`src/hw/rtl/smdc_ram.sv`:
```
// ============================================================================
// smdc_ram: generic single-port-write, registered-read RAM
// One write and one read per cycle; read data is registered.
// ============================================================================
module smdc_ram #(
   parameter  int WIDTH    = 32,
   parameter  int DEPTH    = 64,
   localparam int AddrBits = (DEPTH > 1) ? $clog2(DEPTH) : 1
) (
   input  logic                clock,
   input  logic                wr_en,
   input  logic [AddrBits-1:0] wr_addr,
   input  logic [WIDTH-1:0]    wr_data,
   input  logic                rd_en,
   input  logic [AddrBits-1:0] rd_addr,
   output logic [WIDTH-1:0]    rd_data
);

   logic [WIDTH-1:0] mem_ff [DEPTH];
   logic [WIDTH-1:0] rd_data_ff;

   // Storage array and registered read port.
   always_ff @(posedge clock) begin
      if (wr_en) begin
         mem_ff[wr_addr] <= wr_data;
      end
      if (rd_en) begin
         rd_data_ff <= mem_ff[rd_addr];
      end
   end

   assign rd_data = rd_data_ff;

endmodule

```
`config.mk`:
```
export PLATFORM = sky130hd
export DESIGN_NAME = smdc_ram
export DESIGN_NICKNAME = d
export VERILOG_FILES = /design/src/hw/rtl/smdc_ram.sv
export SDC_FILE = /design/constraint.sdc
export NUM_CORES = 2
export LEC_CHECK = 0
export BUFFER_PORTS_ARGS = -buffer_cell sky130_fd_sc_hd__buf_2
export CAP_MARGIN = 20
export CELL_PAD_IN_SITES_DETAIL_PLACEMENT = 0
export CELL_PAD_IN_SITES_GLOBAL_PLACEMENT = 1
export CORE_UTILIZATION = 55
export DETAILED_ROUTE_END_ITERATION = 7
export PLACE_DENSITY_LB_ADDON = 0.1
export SYNTH_ARGS = -nofsm -noshare
export SYNTH_HDL_FRONTEND = slang
export SYNTH_SLANG_ARGS = --single-unit
```
`constraint.sdc`:
```
create_clock -name clock -period 10.15 [get_ports clock]
set_input_delay 1.015 -clock clock [delete_from_list [all_inputs] [get_ports clock]]
set_output_delay 1.015 -clock clock [all_outputs]
set_load 0.02 [all_outputs]
```
==> results.py <==
metrics = {
    "outcome": {
        "outcome": "finished clean",
    },
    "logic_synthesis": {
        "synthCells": 3324,
        "ys_ff_latch": 2080,
        "syn_nets": 3371,
        "ys_seq_area_share_pct": 79.23,
        "ys.warnings.count": 0,
        "synth.distinct_cells": 33,
        "avgSynthCellArea_um2": 23.72,
        "async_flop_share_pct": 0,
        "synth-edff-count": 2080,
        "synth_ff_type": "edfxtp_1",
        "syn_area_um2": 78840,
    },
    "clock_network": {
        "clock_latency_ns": 0.82,
        "post_cts_buffers": 0,
        "clock_sinks": 2080,
        "cts_buffers": 205,
        "cts_tree": "yes",
        "cts_buffer_depth": 3,
        "htreeDepth": 4,
        "clkTransAtPathRegs_ns": 0.06,
        "post_cts_resized": 0,
        "hold_buffers": 0,
        "cts_root_buffer": "clkbuf_16",
    },
    "place": {
        "post-place-ws_ns": 4.808,
        "port_buffers": 78,
        "hpwl_um": 105000,
        "gp_congestion": 0.7839,
        "place_area_um2": 82060,
    },
    "detailed_routing": {
        "wirelength_um": 204700,
        "vias": 37222,
        "post_drt_wl_per_cell_um": 36.41,
        "route.detailed.drc": 0,
        "vias_per_cell": 6.620,
        "drtIter0Drc": 4599,
        "dr.pass1.iters": 6,
        "ant_nets": 0,
    },
    "global_routing": {
        "antenna_found_initial": 18,
        "grt_max_degree": 106,
        "grt_pass1_vias": 37732,
        "grt_overflow_total": 0,
        "track_usage_pct": 28.65,
        "grt_first_pass_wirelength_um": 285700,
    },
    "floorplan": {
        "die-height_um": 380.6,
        "dieWidth_um": 380.6,
        "core_um2": 141900,
        "ioPinCount": 79,
        "rows": 138,
        "dieArea_um2": 144900,
        "start_util_pct": 55.54,
    },
    "sta": {
        "fin_crit_sh_pct": 41.59,
        "rsz0062_at_grt": "false",
        "period_minus_slack_ns": 4.221,
        "hold_viol_final": 0,
        "drv_slew": 0,
        "worstMarginPinSlew_ns": 1.146,
        "hold_ws_ns": 0.5454,
        "clock_skew_ns": 0.02265,
        "relSlewSlack_pct": 23.52,
        "setup_slack_ns": 5.929,
        "setup_viol": 0,
        "fin_tns_setup_ns": 0,
        "fmax_mhz": 236.9,
    },
    "critical_path": {
        "path_cells": "buf_8 -> buf_4 -> buf_4 -> mux4_2 -> mux4_2 -> o22ai_1 -> nor2_1",
        "cp_max_fo": 57,
        "r2r_cells": 4,
        "crit_path_max_incr_delay_ns": 0.83,
        "r2r_slack_ns": 7.69,
        "startpoint_type": "input pin",
        "endpoint_kind": "flop",
        "crit_slowest_cell": "buf_4",
        "r2r-start": "mem_ff[11][1]",
        "r2r_end": "rd_data[1]",
        "crit_path_start": "rd_addr[1]",
        "critical_path_class": "input pin to flop",
        "required_ns": 10.70,
        "cp.arrival_ns": 4.77,
    },
    "cells_and_area": {
        "fillers": 9455,
        "area_growth_pct": 12.98,
        "drive_above_1_share_pct": 29.30,
        "fin_area_um2": 89070,
        "multiInputGateArea_um2": 15970,
        "ff_latch_area_um2": 62460,
        "nNetsFinal": 3601,
    },
    "power_and_ir_drop": {
        "ir_drop_mv": 0.1500,
        "power.leakage_nw": 27.69,
        "total_power_mw": 17.80,
        "p_per_area_nw_per_um2": 199.8,
    },
    "flow_run": {
        "maxCapViolations": 0,
    },
    "min_path": {
        "worstHoldEndpoint": "mem_ff[34][23]",
        "hp-class": "input pin to flop",
        "whs_path_depth": 1,
        "min-delay-start": "wr_data[23]",
    },
}
-- flip-flops by register name, summed over array words and instances (netlist names) --
signal / cells
rd_data: 32
mem_ff: 2048
-- worst max path at each step --
stage | cells after the start | endpoint
after floorplan | 4 | mem_ff[48][0]
after global placement | 7 | rd_data[2]
after detailed placement | 7 | rd_data[2]
after CTS | 7 | rd_data[2]
after global routing | 7 | rd_data[27]
final | 7 | rd_data[27]
-- cell families after synthesis --
logic type             share of synthesized area [%]
AND/OR/NAND/NOR                                1.260
multiplexers                                   16.72
AO/OA/AOI/OAI                                  1.666
buffers and inverters                          1.124
flip-flops                                     79.23
-- power breakdown --
part / leakage [nW] / internal, mW / switching [mW]
Combinational: 5.78 / 0.321 / 0.536
Clock: 3.17 / 4.26 / 3.11
Sequential: 18.7 / 9.53 / 0.0401
-- layout make-up --
| cell class | count | share of cell area [%] |
|---|---|---|
| diodes | 6 | 0.01686 |
| clock inverters | 126 | 1.246 |
| multi-input cells | 1062 | 17.93 |
| clock buffers | 254 | 6.061 |
| repair buffers | 205 | 1.967 |
| flip-flops and latches | 2080 | 70.12 |
| well taps | 1890 | 2.655 |
-- placed cells by master, fill, tap and decap left out, types with 62 or more instances in the layout --
master / instances
buf_2: 74
o22ai_1: 84
mux2i_1: 93
buf_4: 101
nor2_4: 62
mux4_2: 544
clkbuf_16: 209
clkinv_1: 63
a21oi_1: 62
edfxtp_1: 2080
nor2_1: 74
-- worst max-delay path: cells and delay by family --
kind | cells | cell delay, ns
AO/OA/AOI/OAI | 1 | 0.57
buffers and inverters | 3 | 1.96
multiplexers | 2 | 0.91
AND/OR/NAND/NOR | 1 | 0.10
-- routing by layer --
metal	track usage [%]	vias up	part of all wire, %
met5	0.4630	-	0.081
met2	45.79	1832	49
met4	7.348	14	2.2
li1	-	14794	-
met1	40.77	20294	40
met3	6.080	288	9.2
-- per-stage QoR --
step,util [%],cells
after floorplan,-,3324
after global placement,57.82,5214
after detailed placement,57.82,5214
after CTS,62.40,5594
after global routing,62.75,5617
final,62.76,5623
-- synthesized netlist by cell type (2+ instances only) --
| cell | count | share of area (%) |
|---|---|---|
| or3b_1 | 2 | 0.022 |
| buf_2 | 57 | 0.36 |
| nor2_1 | 137 | 0.65 |
| nand3_1 | 5 | 0.032 |
| nor2b_1 | 15 | 0.12 |
| nand3b_1 | 5 | 0.048 |
| buf_1 | 21 | 0.10 |
| nand4_1 | 2 | 0.016 |
| or3b_2 | 3 | 0.033 |
| nand2_1 | 26 | 0.12 |
| mux2i_1 | 93 | 1.2 |
| nand2b_1 | 8 | 0.063 |
| a21oi_1 | 62 | 0.39 |
| clkbuf_1 | 74 | 0.35 |
| buf_4 | 25 | 0.24 |
| mux4_2 | 544 | 16 |
| edfxtp_1 | 2080 | 79 |
| a41o_1 | 4 | 0.051 |
| or3_1 | 3 | 0.024 |
| and3_1 | 4 | 0.032 |
| o221ai_1 | 27 | 0.30 |
| and2_1 | 2 | 0.016 |
| nor3_1 | 7 | 0.044 |
| buf_6 | 5 | 0.071 |
| a311oi_1 | 8 | 0.089 |
| a22oi_1 | 12 | 0.11 |
| o22ai_1 | 84 | 0.67 |
| o32ai_1 | 4 | 0.044 |
Note: power is estimated with default switching activity, not from simulation.
