**src/hw/rtl/smdc_pkg.sv**
```systemverilog
// ============================================================================
// smdc_pkg: shared types and constants
// Field widths, register width, control state codes and the control
// group that steers the sorted cell row.
// ============================================================================
package smdc_pkg;

   // Fixed field widths at the block ports.
   localparam int DATA_BITS = 32;
   localparam int COST_BITS = 38;
   localparam int CSR_BITS  = 7;

   // Control sequencer states.
   typedef enum logic [1:0] {
      ST_IDLE,
      ST_UPDATE,
      ST_MEDIAN,
      ST_SUM
   } state_type;

   // Control broadcast to every cell of the sorted row.
   typedef struct packed {
      logic update;   // load the next sorted value this cycle
      logic remove;   // the window is full, drop the oldest sample
      logic flush;    // empty the row
   } cell_ctrl_type;

endpackage

```
**src/hw/rtl/smdc_cell.sv**
```systemverilog
// ============================================================================
// smdc_cell: one slot of the sorted window
// Holds one sample and its valid flag. In an update cycle it drops the
// oldest word if the window is full (shift in from the right), makes room
// for the new word (shift in from the left), using its neighbors' state.
// ============================================================================
module smdc_cell
   import smdc_pkg::*;
#(
   parameter int SAMPLE_BITS = 32
) (
   input  logic                   clock,
   input  logic                   reset,
   input  cell_ctrl_type          ctrl,
   input  logic [SAMPLE_BITS-1:0] old_value,
   input  logic [SAMPLE_BITS-1:0] new_value,
   input  logic [SAMPLE_BITS-1:0] median,
   input  logic [SAMPLE_BITS-1:0] left_shift_value,
   input  logic                   left_shift_valid,
   input  logic                   left_greater,
   input  logic [SAMPLE_BITS-1:0] right_value,
   input  logic                   right_valid,
   output logic [SAMPLE_BITS-1:0] value,
   output logic                   valid,
   output logic [SAMPLE_BITS-1:0] shift_value,
   output logic                   shift_valid,
   output logic                   greater,
   output logic [COST_BITS-1:0]   deviation
);

   localparam int DevBits = (SAMPLE_BITS > COST_BITS) ? SAMPLE_BITS : COST_BITS;

   logic [SAMPLE_BITS-1:0] value_ff, value_in;
   logic                   valid_ff, valid_in;
   logic                   drop;
   logic [SAMPLE_BITS-1:0] diff;
   logic [DevBits-1:0]     diff_ext;

   // Removal step: every valid slot at or above the oldest word takes its
   // right neighbor, which deletes the first copy of that word.
   assign drop        = ctrl.remove && valid_ff && (value_ff >= old_value);
   assign shift_value = drop ? right_value : value_ff;
   assign shift_valid = drop ? right_valid : valid_ff;

   // Insertion step: an empty slot counts as larger than any sample.
   assign greater = !shift_valid || (shift_value > new_value);

   always_comb begin
      if (left_greater) begin
         value_in = left_shift_value;
         valid_in = left_shift_valid;
      end else if (greater) begin
         value_in = new_value;
         valid_in = 1'b1;
      end else begin
         value_in = shift_value;
         valid_in = shift_valid;
      end
   end

   // Slot registers; the flag is cleared by reset and by a flush.
   always_ff @(posedge clock) begin
      if (reset || ctrl.flush) begin
         valid_ff <= 1'b0;
      end else if (ctrl.update) begin
         valid_ff <= valid_in;
      end
      if (ctrl.update) begin
         value_ff <= value_in;
      end
   end

   // Absolute deviation from the median; empty slots contribute nothing.
   assign diff      = (value_ff >= median) ? (value_ff - median) : (median - value_ff);
   assign diff_ext  = DevBits'(diff);
   assign deviation = valid_ff ? diff_ext[COST_BITS-1:0] : '0;

   assign value = value_ff;
   assign valid = valid_ff;

endmodule

```
**config.mk**
```make
export PLATFORM = sky130hd
export DESIGN_NAME = smdc_cell
export DESIGN_NICKNAME = d
export VERILOG_FILES = /design/src/hw/rtl/smdc_pkg.sv /design/src/hw/rtl/smdc_cell.sv
export SDC_FILE = /design/constraint.sdc
export NUM_CORES = 1
export LEC_CHECK = 0
export BUFFER_PORTS_ARGS = -buffer_cell sky130_fd_sc_hd__buf_2
export CAP_MARGIN = 15
export CORE_UTILIZATION = 55
export CTS_CLUSTER_DIAMETER = 80
export DETAILED_ROUTE_END_ITERATION = 16
export PLACE_DENSITY = 0.87
export SKIP_CTS_REPAIR_TIMING = 1
export SLEW_MARGIN = 20
export SYNTH_ARGS = -nofsm -noshare
export SYNTH_HDL_FRONTEND = slang
export SYNTH_SLANG_ARGS = --single-unit
```
**constraint.sdc**
```tcl
create_clock -name clock -period 15.4 [get_ports clock]
set_input_delay 1.54 -clock clock [delete_from_list [all_inputs] [get_ports clock]]
set_output_delay 1.54 -clock clock [all_outputs]
set_load 0.005 [all_outputs]
```
==> run summary <==
STA
- 0 ns — summed negative setup slack over all endpoints
- 0 — endpoints failing setup
- 47.6% — period utilisation layout
- no — RSZ-0062 raised after global routing
- 0 — Final Max Slew Viols
- 8.07 ns — least setup slack across all paths after layout
- 7.33 ns — Min Clock Period, post-route
- 0.137 GHz — Max Freq
- 0.849 ns — Worst Max-Slew Pin Slew
- 43.3% — Max-slew headroom
- 0.00586 ns — clock tree skew after final layout
- 0.912 ns — worst hold slack
- 0 — Hold Vio Cnt, Final

Die
- 14,300 um^2 — Die Area
- 273 — I/O pin count
- 120 um — width of the die
- 13,400 um^2 — Core Area
- 120 um — die height
- 42 — row count
- 56.9% — starting utilization of the core area

Drt
- 602 — drt first-iter violations
- 6.05 — via count normalized by instance count
- 0 — remaining antenna violation count
- 18.1 um — average routed wire per standard cell
- 0 — number of remaining DRC errors
- 8,311 — total vias in the final route
- 5 — number of detailed-route iterations in the first pass
- 24.8 mm — final routed wirelength across all metal layers

Worst setup path
- 0.53 ns — delay of the slowest cell on the worst path
- 13.86 ns — data required time at the worst endpoint
- 22 — total stage count of the critical path
- or4_1 — Critical-path top delay cell
- 32 — crit path max fanout
- 9.45 ns — R2R Setup Slk
- buf_2, inv_1, ha_1, a21o_1, a21o_1, a21oi_1, o21ai_0, o2111a_1, nand2_1, and2_1, buf_4, mux2_2, ha_1, and3_1, nand3_1, or4_1, nor3_1, a211oi_1, o221ai_1, o41a_1, nand2b_1, buf_2 — critical path, cell by cell
- 22 — path depth of the worst reg2reg path
- compound AO/OA/AOI/OAI gates — largest delay contributor family on the critical path
- greater — worst setup path endpoint
- primary input — element type at the critical path start
- value[31] — worst reg2reg path endpoint
- output pin — category of the worst setup path capture point
- 5.79 ns — arrival time reported for the critical path endpoint
- in2out — critical path start-end classification
- 4 — Crit path buffers/inverters
- value[21] — Worst R2R Start
- old_value[21] — crit path from

Cells and area
- buf_2 — most common cell after layout, fill and taps aside
- 1,374 — final instance count without filler cells
- 9030 um^2 — summed area of non-filler cells in the final layout
- 1,492 — number of nets in the layout
- 27.4% — share of layout cells above drive strength 1
- 18.5% — P&R area growth vs syn
- buf_2 (266), inv_1 (143), ha_1 (127), nor2_1 (89), a21oi_1 (82) — most frequent cells in the layout
- 67.4% — Core Util, Final

CTS
- 0.28 ns — clock latency at the later pin of the worst-skew pair
- 0.05 ns — post-CTS clock slew at the launch and capture registers of the worst setup and hold paths
- built — clock tree from TritonCTS
- 2 — maximum clock path buffer count
- 33 — clock sink count
- clkbuf_16 — root buffer cell
- 5 — Num CTS Buffers
- 2 — deepest level of the CTS H-tree

Power and ir drop
- 0.572 mW — Pwr Total
- 64.7 uV — highest ir drop seen on vdd
- 63.4 nW/um^2 — power density over cell area
- 4.97 nW — leakage

Global routing
- 33.7% — Total GRT Usage
- 67 — maximum number of pins on one net before global-route repair
- 0 — grt ovf
- 38.4 mm — global-route wire length before repair
- 2 — antenna violations before repair
- 7,845 — number of global-route vias before repair

Synthesis
- 0 — Synth Warn #
- 33 — synthesized flop and latch total
- 12.9% — proportion of synthesized chip area in sequential cells
- 7620 um^2 — summed instance area of the synthesized netlist
- 32 — number of synthesized flops with an enable pin
- 0% — ys async rst share
- 972 — Synth Instances
- 7.84 um^2 — Syn Area/Cell
- edfxtp_1 — dominant register cell in the synthesized netlist
- 76 — distinct cell type count of the synthesized netlist

Run
- 0 — maxcap violations

Hold path
- reg2reg — path category of the worst min-delay check
- value[15] — launch instance of the worst min-delay path

Placement
- 8.12 ns — setup slack after placement
- 0.971 — final RePlAce weighted congestion
- 8890 um^2 — cell area after placement
- 19.9 mm — post-detailed-placement half-perimeter wirelength
- 1,364 — placed insts
- 266 — Port-buffer cells

Outcome
- finished clean — outcome

==> worst min path at each step <==
| stage | depth (start not counted) | to |
|---|---|---|
| final | 2 | value[15] |
| after global routing | 2 | value[27] |
| after CTS | 2 | value[4] |
| after detailed placement | 2 | value[4] |
| after global placement | 2 | value[19] |
| after floorplan | 3 | valid |
==> cells in the mapped netlist, drive strengths merged (15+ instances only) <==
cell type	instances	share of area [%]
edfxtp	32	13
a221o	33	4.3
mux2i	21	2.8
mux2	36	5.3
a21o	49	4.8
xnor2	15	1.7
nor2	89	4.4
buf	35	3.4
nand4	19	1.6
ha	127	21
nand2	37	1.8
inv	144	7.1
o21ai	28	1.9
clkbuf	26	1.3
a21oi	84	5.8
nand3	19	1.2
a22o	32	3.7
==> worst min-delay path, stage by stage (launching register included) <==
cell      delay [ns]
edfxtp_1        0.44
mux2_2          0.22
a221o_1         0.15
==> cell type report <==
class / count / area, um^2
Clock inverter: 3 / 12.5
Clock buffer: 5 / 125
Timing Repair Buffer: 272 / 1380
Tap cell: 176 / 220
Multi-Input combinational cell: 739 / 5770
Antenna cell: 2 / 5.00
Sequential cell: 33 / 981
Fill cell: 1194 / 4370
Inverter: 144 / 541
==> per-layer routing <==
layer  part of all wire [%]  vias to the layer above  wire, um  GRT usage (%)
met5                  0.093                        -        23              0
met4                    4.6                        2      1140           17.0
met3                    6.8                       85      1690           2.66
met2                     48                      414     11900           57.9
met1                     41                     3868     10100           42.3
li1                       -                     3942         -              -
==> power breakdown <==
part | internal [mW] | switching [mW]
combinational | 0.156 | 0.195
sequential | 0.110 | 0.0169
clock | 0.0584 | 0.0367
==> kinds of logic (layout without fill, tap and decap cells) <==
kind of cell | count (synthesis) | in the layout | share of synthesized area [%]
other | 1 | 8 | 0.0492
buffers and inverters | 205 | 424 | 11.8
muxes | 57 | 57 | 8.08
AOI/OAI and AO/OA | 306 | 306 | 29.6
and+or+nand+nor | 217 | 217 | 13.5
adders and majority gates | 129 | 129 | 21.4
xor gates and xnor gates | 24 | 24 | 2.76
DFF | 33 | 33 | 12.9
==> state kept, by name (all words and copies together), names as in the netlist <==
| name | count |
|---|---|
| value | 32 |
| valid | 1 |
Power figures use the tool's default switching activity.
